[src/design/pivc_pkg.sv]
// ============================================================================
// pivc_pkg: shared types, constants and microcode for the PI velocity core
// Holds the beat payload structs, the datapath widths derived from the
// integrator width, the register index codes and the control store.
// ============================================================================
package pivc_pkg;

    // Integrator width (signed Q16.16 at the default of 32 bits).
    localparam int INT_W     = 32;
    // Width of the proportional plus integral sum, with headroom.
    localparam int SUM_W     = INT_W + 3;
    // Width of the clamp excess (limited minus sum).
    localparam int EXC_W     = SUM_W + 1;
    // Shared multiplier operands and product.
    localparam int MUL_A_W   = EXC_W;
    localparam int MUL_B_W   = 17;
    localparam int PROD_W    = MUL_A_W + MUL_B_W;
    // Integrator adder width: shifted product plus one bit of growth.
    localparam int ACC_W     = PROD_W - 8 + 1;
    // Duty limit of 100 percent in Q8.8.
    localparam int DUTY_LIMIT = 25600;

    // Configuration port.
    localparam int CFG_IDX_W  = 2;
    localparam int CFG_DATA_W = 16;

    typedef enum logic [CFG_IDX_W-1:0] {
        CFG_SETPOINT = 2'd0,
        CFG_KP       = 2'd1,
        CFG_KI       = 2'd2
    } t_cfg_idx;

    // Beat payloads.
    typedef struct packed {
        logic signed [15:0] measured_velocity;
        logic        [15:0] time_step;
    } t_in;

    typedef struct packed {
        logic signed [15:0] duty_command;
        logic               output_clamped;
    } t_out;

    // Control store.
    localparam int STEP_W = 3;

    typedef enum logic [1:0] {
        MA_ERR,
        MA_INT,
        MA_EXC
    } t_mula;

    typedef enum logic [1:0] {
        MB_DT,
        MB_KP,
        MB_KI
    } t_mulb;

    typedef enum logic [1:0] {
        JC_ALWAYS,
        JC_IN_VALID,
        JC_OUT_FREE
    } t_cond;

    typedef struct packed {
        logic              in_ready;
        logic              mul_en;
        t_mula             mula;
        t_mulb             mulb;
        logic              acc_en;
        logic              p_load;
        logic              sum_load;
        logic              clamp_load;
        logic              out_load;
        t_cond             cond;
        logic [STEP_W-1:0] next;
    } t_ctrl;

    // The program: one control word per step.
    function automatic t_ctrl ucode(input logic [STEP_W-1:0] step);
        t_ctrl w;
        w      = '0;
        w.mula = MA_ERR;
        w.mulb = MB_DT;
        w.cond = JC_ALWAYS;
        unique case (step)
            3'd0: begin
                // Wait for an input beat.
                w.in_ready = 1'b1;
                w.cond     = JC_IN_VALID;
                w.next     = 3'd1;
            end
            3'd1: begin
                // error times time step
                w.mul_en = 1'b1;
                w.mula   = MA_ERR;
                w.mulb   = MB_DT;
                w.next   = 3'd2;
            end
            3'd2: begin
                // Integrate, and form Kp times error.
                w.acc_en = 1'b1;
                w.mul_en = 1'b1;
                w.mula   = MA_ERR;
                w.mulb   = MB_KP;
                w.next   = 3'd3;
            end
            3'd3: begin
                // Keep the proportional term, and form Ki times integrator.
                w.p_load = 1'b1;
                w.mul_en = 1'b1;
                w.mula   = MA_INT;
                w.mulb   = MB_KI;
                w.next   = 3'd4;
            end
            3'd4: begin
                w.sum_load = 1'b1;
                w.next     = 3'd5;
            end
            3'd5: begin
                w.clamp_load = 1'b1;
                w.next       = 3'd6;
            end
            3'd6: begin
                // excess times time step
                w.mul_en = 1'b1;
                w.mula   = MA_EXC;
                w.mulb   = MB_DT;
                w.next   = 3'd7;
            end
            3'd7: begin
                // Back-calculation and result hand-off once the output is free.
                w.acc_en   = 1'b1;
                w.out_load = 1'b1;
                w.cond     = JC_OUT_FREE;
                w.next     = 3'd0;
            end
        endcase
        return w;
    endfunction

endpackage

[src/design/pi_velocity_controller_antiwindup_core.sv]
// ============================================================================
// pi_velocity_controller_antiwindup_core: PI velocity controller
// Fixed-point PI controller with a saturating integrator and back-calculation
// anti-windup, run by a microcoded sequencer over a shared multiplier.
// ============================================================================
// Usage:
//   Input channel (i_in_valid / o_in_ready / i_in_data) carries one beat per
//   control step: measured velocity (Q8.8) and elapsed time step (Q0.16 s).
//   Output channel (o_out_valid / i_out_ready / o_out_data) returns one beat
//   per input beat: the clamped duty (Q8.8 percent) and a clamp flag.
//   Setpoint, Kp and Ki are written through i_cfg_we / i_cfg_idx /
//   i_cfg_data while the block is idle; unknown indexes are ignored.
//   Timing: an input beat is taken on step 0 of an eight-step program; the
//   result is loaded into the output register on step 7, and only then does
//   the program return to step 0 to take a new beat, so a beat is finished
//   before the next is accepted. The eight steps are set by the four passes
//   through the single shared multiplier plus the integrator, sum and clamp stages.
//   A result waiting in the output register does not stop the next beat from
//   being accepted and computed; only the final step holds until the output
//   register is free, so a stalled receiver delays the hand-off.
//   Reset (synchronous, active low) clears the gains, setpoint, integrator
//   and output valid, and restarts the program at step 0.
// ============================================================================
module pi_velocity_controller_antiwindup_core
    import pivc_pkg::*;
(
    input  logic                  i_clk,
    input  logic                  i_rst_n,
    input  logic                  i_in_valid,
    output logic                  o_in_ready,
    input  t_in                   i_in_data,
    output logic                  o_out_valid,
    input  logic                  i_out_ready,
    output t_out                  o_out_data,
    input  logic                  i_cfg_we,
    input  logic [CFG_IDX_W-1:0]  i_cfg_idx,
    input  logic [CFG_DATA_W-1:0] i_cfg_data
);

    t_ctrl ctrl;
    logic  out_free;

    // Program sequencer.
    pivc_seq u_seq (
        .i_clk      (i_clk),
        .i_rst_n    (i_rst_n),
        .i_in_valid (i_in_valid),
        .i_out_free (out_free),
        .o_ctrl     (ctrl)
    );

    // Arithmetic datapath.
    pivc_dp u_dp (
        .i_clk       (i_clk),
        .i_rst_n     (i_rst_n),
        .i_ctrl      (ctrl),
        .i_in_valid  (i_in_valid),
        .i_in_data   (i_in_data),
        .i_out_ready (i_out_ready),
        .i_cfg_we    (i_cfg_we),
        .i_cfg_idx   (i_cfg_idx),
        .i_cfg_data  (i_cfg_data),
        .o_out_free  (out_free),
        .o_out_valid (o_out_valid),
        .o_out_data  (o_out_data)
    );

    assign o_in_ready = ctrl.in_ready;

endmodule

[src/design/pivc_seq.sv]
// ============================================================================
// pivc_seq: microcode sequencer
// Step counter over the control store with conditional waits; the control
// word has its integrator and output load enables masked while a wait condition holds.
// ============================================================================
module pivc_seq
    import pivc_pkg::*;
(
    input  logic  i_clk,
    input  logic  i_rst_n,
    input  logic  i_in_valid,
    input  logic  i_out_free,
    output t_ctrl o_ctrl
);

    logic [STEP_W-1:0] r_step;
    logic [STEP_W-1:0] n_step;
    t_ctrl             word;
    logic              go;

    // Fetch and condition test.
    always_comb begin
        word = ucode(r_step);
        unique case (word.cond)
            JC_ALWAYS:   go = 1'b1;
            JC_IN_VALID: go = i_in_valid;
            JC_OUT_FREE: go = i_out_free;
            default:     go = 1'b0;
        endcase
        n_step = go ? word.next : r_step;
        o_ctrl = word;
        if (!go) begin
            o_ctrl.acc_en   = 1'b0;
            o_ctrl.out_load = 1'b0;
        end
    end

    // Step counter.
    always_ff @(posedge i_clk) begin
        if (!i_rst_n) begin
            r_step <= '0;
        end else begin
            r_step <= n_step;
        end
    end

endmodule

[src/design/pivc_dp.sv]
// ============================================================================
// pivc_dp: datapath of the PI velocity core
// Configuration registers, input capture, one shared multiplier, the
// saturating integrator, the sum, the clamp and the output register.
// ============================================================================
module pivc_dp
    import pivc_pkg::*;
(
    input  logic                  i_clk,
    input  logic                  i_rst_n,
    input  t_ctrl                 i_ctrl,
    input  logic                  i_in_valid,
    input  t_in                   i_in_data,
    input  logic                  i_out_ready,
    input  logic                  i_cfg_we,
    input  logic [CFG_IDX_W-1:0]  i_cfg_idx,
    input  logic [CFG_DATA_W-1:0] i_cfg_data,
    output logic                  o_out_free,
    output logic                  o_out_valid,
    output t_out                  o_out_data
);

    localparam logic signed [SUM_W-1:0] SumHi = SUM_W'(DUTY_LIMIT);
    localparam logic signed [SUM_W-1:0] SumLo = -SumHi;
    localparam logic signed [15:0]      DutyHi = 16'(DUTY_LIMIT);
    localparam logic signed [15:0]      DutyLo = -DutyHi;
    localparam logic signed [INT_W-1:0] IntMax = {1'b0, {(INT_W-1){1'b1}}};
    localparam logic signed [INT_W-1:0] IntMin = {1'b1, {(INT_W-1){1'b0}}};

    logic signed [15:0]        r_setpoint;
    logic        [15:0]        r_kp;
    logic        [15:0]        r_ki;
    logic signed [15:0]        r_meas;
    logic        [15:0]        r_dt;
    logic signed [INT_W-1:0]   r_integ;
    logic signed [PROD_W-1:0]  r_prod;
    logic signed [SUM_W-1:0]   r_p;
    logic signed [SUM_W-1:0]   r_sum;
    logic signed [15:0]        r_limited;
    logic                      r_clamped;
    logic signed [EXC_W-1:0]   r_excess;
    logic                      r_out_valid;
    t_out                      r_out;

    logic signed [16:0]        err;
    logic signed [MUL_A_W-1:0] mul_a;
    logic signed [MUL_B_W-1:0] mul_b;
    logic signed [PROD_W-1:0]  n_prod;
    logic signed [PROD_W-1:0]  prod_sh8;
    logic signed [PROD_W-1:0]  prod_sh16;
    logic signed [ACC_W-1:0]   acc_add;
    logic signed [INT_W-1:0]   n_integ;
    logic signed [15:0]        n_limited;
    logic                      n_clamped;

    // Error, operand selection and the shared multiplier.
    always_comb begin
        err = $signed({r_setpoint[15], r_setpoint}) - $signed({r_meas[15], r_meas});
        case (i_ctrl.mula)
            MA_ERR:  mul_a = MUL_A_W'(err);
            MA_INT:  mul_a = MUL_A_W'(r_integ);
            MA_EXC:  mul_a = r_excess;
            default: mul_a = '0;
        endcase
        case (i_ctrl.mulb)
            MB_DT:   mul_b = $signed({1'b0, r_dt});
            MB_KP:   mul_b = $signed({1'b0, r_kp});
            MB_KI:   mul_b = $signed({1'b0, r_ki});
            default: mul_b = '0;
        endcase
        n_prod    = mul_a * mul_b;
        prod_sh8  = r_prod >>> 8;
        prod_sh16 = r_prod >>> 16;
    end

    // Integrator add with saturation to its signed range.
    always_comb begin
        acc_add = ACC_W'(r_integ) + $signed(prod_sh8[ACC_W-1:0]);
        if ((&acc_add[ACC_W-1:INT_W-1]) || !(|acc_add[ACC_W-1:INT_W-1])) begin
            n_integ = acc_add[INT_W-1:0];
        end else if (acc_add[ACC_W-1]) begin
            n_integ = IntMin;
        end else begin
            n_integ = IntMax;
        end
    end

    // Clamp of the sum to plus or minus 100 percent.
    always_comb begin
        if (r_sum > SumHi) begin
            n_limited = DutyHi;
            n_clamped = 1'b1;
        end else if (r_sum < SumLo) begin
            n_limited = DutyLo;
            n_clamped = 1'b1;
        end else begin
            n_limited = r_sum[15:0];
            n_clamped = 1'b0;
        end
    end

    // Control state: configuration, integrator and output valid.
    always_ff @(posedge i_clk) begin
        if (!i_rst_n) begin
            r_setpoint  <= '0;
            r_kp        <= '0;
            r_ki        <= '0;
            r_integ     <= '0;
            r_out_valid <= 1'b0;
        end else begin
            if (i_cfg_we) begin
                unique case (i_cfg_idx)
                    CFG_SETPOINT: r_setpoint <= $signed(i_cfg_data);
                    CFG_KP:       r_kp       <= i_cfg_data;
                    CFG_KI:       r_ki       <= i_cfg_data;
                    default:      ;
                endcase
            end
            if (i_ctrl.acc_en) begin
                r_integ <= n_integ;
            end
            if (i_ctrl.out_load) begin
                r_out_valid <= 1'b1;
            end else if (i_out_ready) begin
                r_out_valid <= 1'b0;
            end
        end
    end

    // Payload registers.
    always_ff @(posedge i_clk) begin
        if (i_ctrl.in_ready && i_in_valid) begin
            r_meas <= i_in_data.measured_velocity;
            r_dt   <= i_in_data.time_step;
        end
        if (i_ctrl.mul_en) begin
            r_prod <= n_prod;
        end
        if (i_ctrl.p_load) begin
            r_p <= $signed(prod_sh8[SUM_W-1:0]);
        end
        if (i_ctrl.sum_load) begin
            r_sum <= r_p + $signed(prod_sh16[SUM_W-1:0]);
        end
        if (i_ctrl.clamp_load) begin
            r_limited <= n_limited;
            r_clamped <= n_clamped;
            r_excess  <= EXC_W'(n_limited) - EXC_W'(r_sum);
        end
        if (i_ctrl.out_load) begin
            r_out.duty_command   <= r_limited;
            r_out.output_clamped <= r_clamped;
        end
    end

    assign o_out_free  = !r_out_valid || i_out_ready;
    assign o_out_valid = r_out_valid;
    assign o_out_data  = r_out;

`ifndef SYNTHESIS
    // The integrator moves only on its two update steps.
    a_integ_hold: assert property (@(posedge i_clk) disable iff (!i_rst_n)
        !i_ctrl.acc_en |=> $stable(r_integ))
        else $error("integrator changed outside an update step");

    // A result appears only when the program hands one over.
    a_out_source: assert property (@(posedge i_clk) disable iff (!i_rst_n)
        $rose(r_out_valid) |-> $past(i_ctrl.out_load))
        else $error("output valid rose without a hand-off");

    // A pending result is never overwritten.
    a_no_overrun: assert property (@(posedge i_clk) disable iff (!i_rst_n)
        i_ctrl.out_load |-> (!r_out_valid || i_out_ready))
        else $error("result loaded over a pending beat");

    // A clamped result sits exactly on a limit.
    a_clamp_rail: assert property (@(posedge i_clk) disable iff (!i_rst_n)
        (r_out_valid && r_out.output_clamped) |->
            (r_out.duty_command == DutyHi || r_out.duty_command == DutyLo))
        else $error("clamped duty is not on a limit");
`endif

endmodule

[config.mk]
export PLATFORM = sky130hd
export DESIGN_NAME = pi_velocity_controller_antiwindup_core
export DESIGN_NICKNAME = d
export VERILOG_FILES = /design/src/design/pivc_pkg.sv /design/src/design/pi_velocity_controller_antiwindup_core.sv /design/src/design/pivc_seq.sv /design/src/design/pivc_dp.sv
export SDC_FILE = /design/constraint.sdc
export NUM_CORES = 2
export LEC_CHECK = 0
export BUFFER_PORTS_ARGS = -buffer_cell sky130_fd_sc_hd__buf_2
export CAP_MARGIN = 20
export CORE_ASPECT_RATIO = 0.75
export CORE_UTILIZATION = 39
export DETAILED_ROUTE_END_ITERATION = 10
export SYNTH_ARGS = -nofsm -noshare
export SYNTH_HDL_FRONTEND = slang
export SYNTH_SLANG_ARGS = --single-unit
[constraint.sdc]
create_clock -name i_clk -period 10.2 [get_ports i_clk]
set_input_delay 1.02 -clock i_clk [delete_from_list [all_inputs] [get_ports i_clk]]
set_output_delay 1.02 -clock i_clk [all_outputs]
set_load 0.005 [all_outputs]
==> results.yml <==
setup_path:
  cp_common_cell: "fa_1"
  r2r_end: "u_dp.r_prod[52]"
  worstReg2RegStart: "u_dp.r_meas[0]"
  critPathKind: "reg2reg"
  r2r_slack_ns: 0.50
  cp.arrival_ns: 10.04
  critPathMaxStageDelay_ns: 0.56
  setup.worst_path.start_class: "flop"
  critical_path_required_ns: 10.54
  reg2reg_depth: 36
  path_max_fanout: 24
  cp-end-kind: "flop"
  crit_slowest_cell: "fa_1"
sta:
  slew_headroom: 0.264
  clock.fmax_mhz: 103
  tightestPinTransition_ns: 1.10
  hold_violations: 0
  fin_setup_tns_ns: 0
  rsz0062_at_grt: "no"
  slew_violations: 0
  final-setup-viol-count: 0
  finalCriticalPeriod_ns: 9.70
  setup_ws_ns: 0.503
  post-route-period-util: 0.951
  clock-skew-final_ns: 0.0301
clocking:
  cts_buffers: 31
  clk_latency_ns: 0.63
  cts_max_path_buffers: 3
  cts_resized: 0
  holdBufCountCts: 0
  cts_tree: "yes"
  path_clk_slew_ns: 0.06
  post_cts_buffers: 0
  cts.sinks: 301
  root_buffer: "clkbuf_16"
  htree_levels: 1
routing:
  drtAntennaViolNets: 0
  vias: 28700
  vias_per_cell: 5.46
  wl_per_cell_um: 21.5
  dr.first_iter.drc_count: 2755
  wirelength_um: 113000
  drc: 0
  dr.pass1.iters: 6
synth:
  synth-edff-count: 217
  synth.most_common_cell: "inv_1"
  ys_ff_latch: 301
  ys_types: 86
  yosys-top-cells-area: "fa_1, edfxtp_1, ha_1"
  yosysTopAreaCell: "fa_1"
  yosys-top-cells-count: "inv_1, fa_1, nand2_1, ha_1, nor2_1"
  seq_area_frac_synth: 0.221
  async_flop_share: 0
  syn_area_um2: 37100
  postSynthCellCount: 3976
  synth_flop_cell: "edfxtp_1"
  syn_area_per_cell_um2: 9.34
  netlist.area_leader.share: 0.295
  yosys_warnings: 0
  synth_nets: 4835
global_routing:
  overflow: 0
  grt_antenna_before_repair: 5
  grt_max_degree: 61
  grt_pass1_vias: 28000
  grt_pass1_wl_um: 173000
  grt_use_total: 0.234
placement:
  place_worst_setup_slack_ns: 0.315
  gp_congestion: 0.951
  port_buffers: 73
  dp_hpwl_um: 91400
layout:
  nFillCells: 9215
  fin_nets: 4858
  synthToLayoutAreaGrowth_pct: 8.44
  drive_gt1_frac: 0.0743
  utilization: 0.429
outcome:
  status: "finished clean"
floorplan:
  rows: 97
  initial_core_util: 0.396
  core_um2: 93800
  die_w_um: 358
  die_area_um2: 96500
  ios: 74
  die_y_um: 269
min_path:
  hp-start: "u_dp.r_limited[8]"
  whs_endpoint: "u_dp.o_out_data[9]"
  min_path_cells: 0
  hold_class: "reg2reg"
flow_run:
  maxCapViolCount: 0
==> area by class of cell <==
class,count,area [µm²],share of cell area
multi-input combinational,2813,25900,0.642
sequential,301,8200,0.204
inverter,689,2590,0.0642
tap,1237,1550,0.0384
timing repair buffer,163,1050,0.0262
clock buffer,43,882,0.0219
clock inverter,14,154,0.00382
antenna,2,5.00,0.000124
==> flip-flops by register name, indices dropped and copies added, names as in the netlist <==
signal / flops
u_dp.r_kp: 16
u_seq.r_step: 3
u_dp.r_clamped: 1
u_dp.r_sum: 35
u_dp.r_integ: 32
u_dp.r_excess: 36
u_dp.r_p: 35
u_dp.o_out_valid: 1
u_dp.r_meas: 16
u_dp.r_prod: 45
u_dp.o_out_data: 17
u_dp.r_limited: 16
u_dp.r_ki: 16
u_dp.r_dt: 16
u_dp.r_setpoint: 16
==> kinds of logic (layout without fill, tap and decap cells) <==
logic type,after synthesis,after routing,synth area share
compound gates,720,720,0.132
xor+xnor,148,148,0.0351
fa+ha+maj,804,804,0.381
buf+inv,862,909,0.0885
flops,301,301,0.221
mux,18,18,0.00485
other cells,0,2,0
simple gates,1123,1123,0.137
==> layer usage <==
metal | track usage | vias to the layer above | part of all wire
li1 | - | 13100 | -
met1 | 0.368 | 14300 | 0.47
met2 | 0.327 | 1146 | 0.41
met5 | 0 | - | 0
met4 | 0.0591 | 0 | 0.029
met3 | 0.0412 | 148 | 0.088
==> per-stage QoR <==
| stage | hold slack, ns | instances | instance area [µm²] |
|---|---|---|---|
| after floorplan | 0.400 | 3976 | 37100 |
| after global placement | 0.405 | 5202 | 39200 |
| after detailed placement | 0.406 | 5202 | 39200 |
| after CTS | 0.421 | 5259 | 40200 |
| after global routing | 0.433 | 5260 | 40300 |
| final | 0.423 | 5262 | 40300 |
==> worst max-delay path, delay by kind of cell (launching register included) <==
kind,cells,cell delay (ns)
xor gates and xnor gates,1,0.11
DFF,1,0.39
adders and majority gates,9,3.90
and+or+nand+nor,8,1.63
buffers and inverters,5,0.46
AOI/OAI and AO/OA,13,2.91
==> how the worst max path moves through the flow <==
stage / depth (start not counted) / slack, ns / to / from
after floorplan: 34 / 1.20 / u_dp.r_prod[52] / u_dp.r_meas[0]
after global placement: 33 / 0.37 / u_dp.r_prod[52] / u_dp.r_meas[2]
after detailed placement: 33 / 0.31 / u_dp.r_prod[52] / u_dp.r_meas[2]
after CTS: 33 / 0.24 / u_dp.r_prod[52] / u_dp.r_meas[2]
after global routing: 36 / 0.03 / u_dp.r_prod[51] / u_dp.r_meas[0]
final: 36 / 0.50 / u_dp.r_prod[52] / u_dp.r_meas[0]
==> cell usage in the layout, fill, tap and decap left out, types with 10 or more instances in the layout <==
cell type,synthesis,routed
nand4_1,23,23
nor2_1,257,253
nand2_1,382,382
o21ai_0,121,115
dfxtp_1,84,84
a21oi_1,182,175
a211oi_1,18,18
inv_1,688,688
o21a_1,42,42
buf_4,3,89
nor3_1,126,124
edfxtp_1,217,217
nand2b_1,28,28
a211oi_2,22,22
clkbuf_16,0,32
o21ai_1,16,11
and3_1,31,31
a31oi_1,24,23
nand3_1,177,177
nor2b_1,26,26
xor2_1,49,49
o21bai_1,15,15
a21boi_0,61,61
o21ai_2,4,10
xnor2_1,98,98
and2_1,23,21
ha_1,257,257
o211ai_1,10,10
or3_1,11,11
a221o_1,12,12
a21o_1,87,87
buf_2,14,73
a22oi_1,17,17
a221oi_1,14,14
mux2i_1,18,18
fa_1,547,547
Power is left out: the tool's default activity adds up to more than one toggle a clock period on the data nets, which glitch-free logic cannot reach.
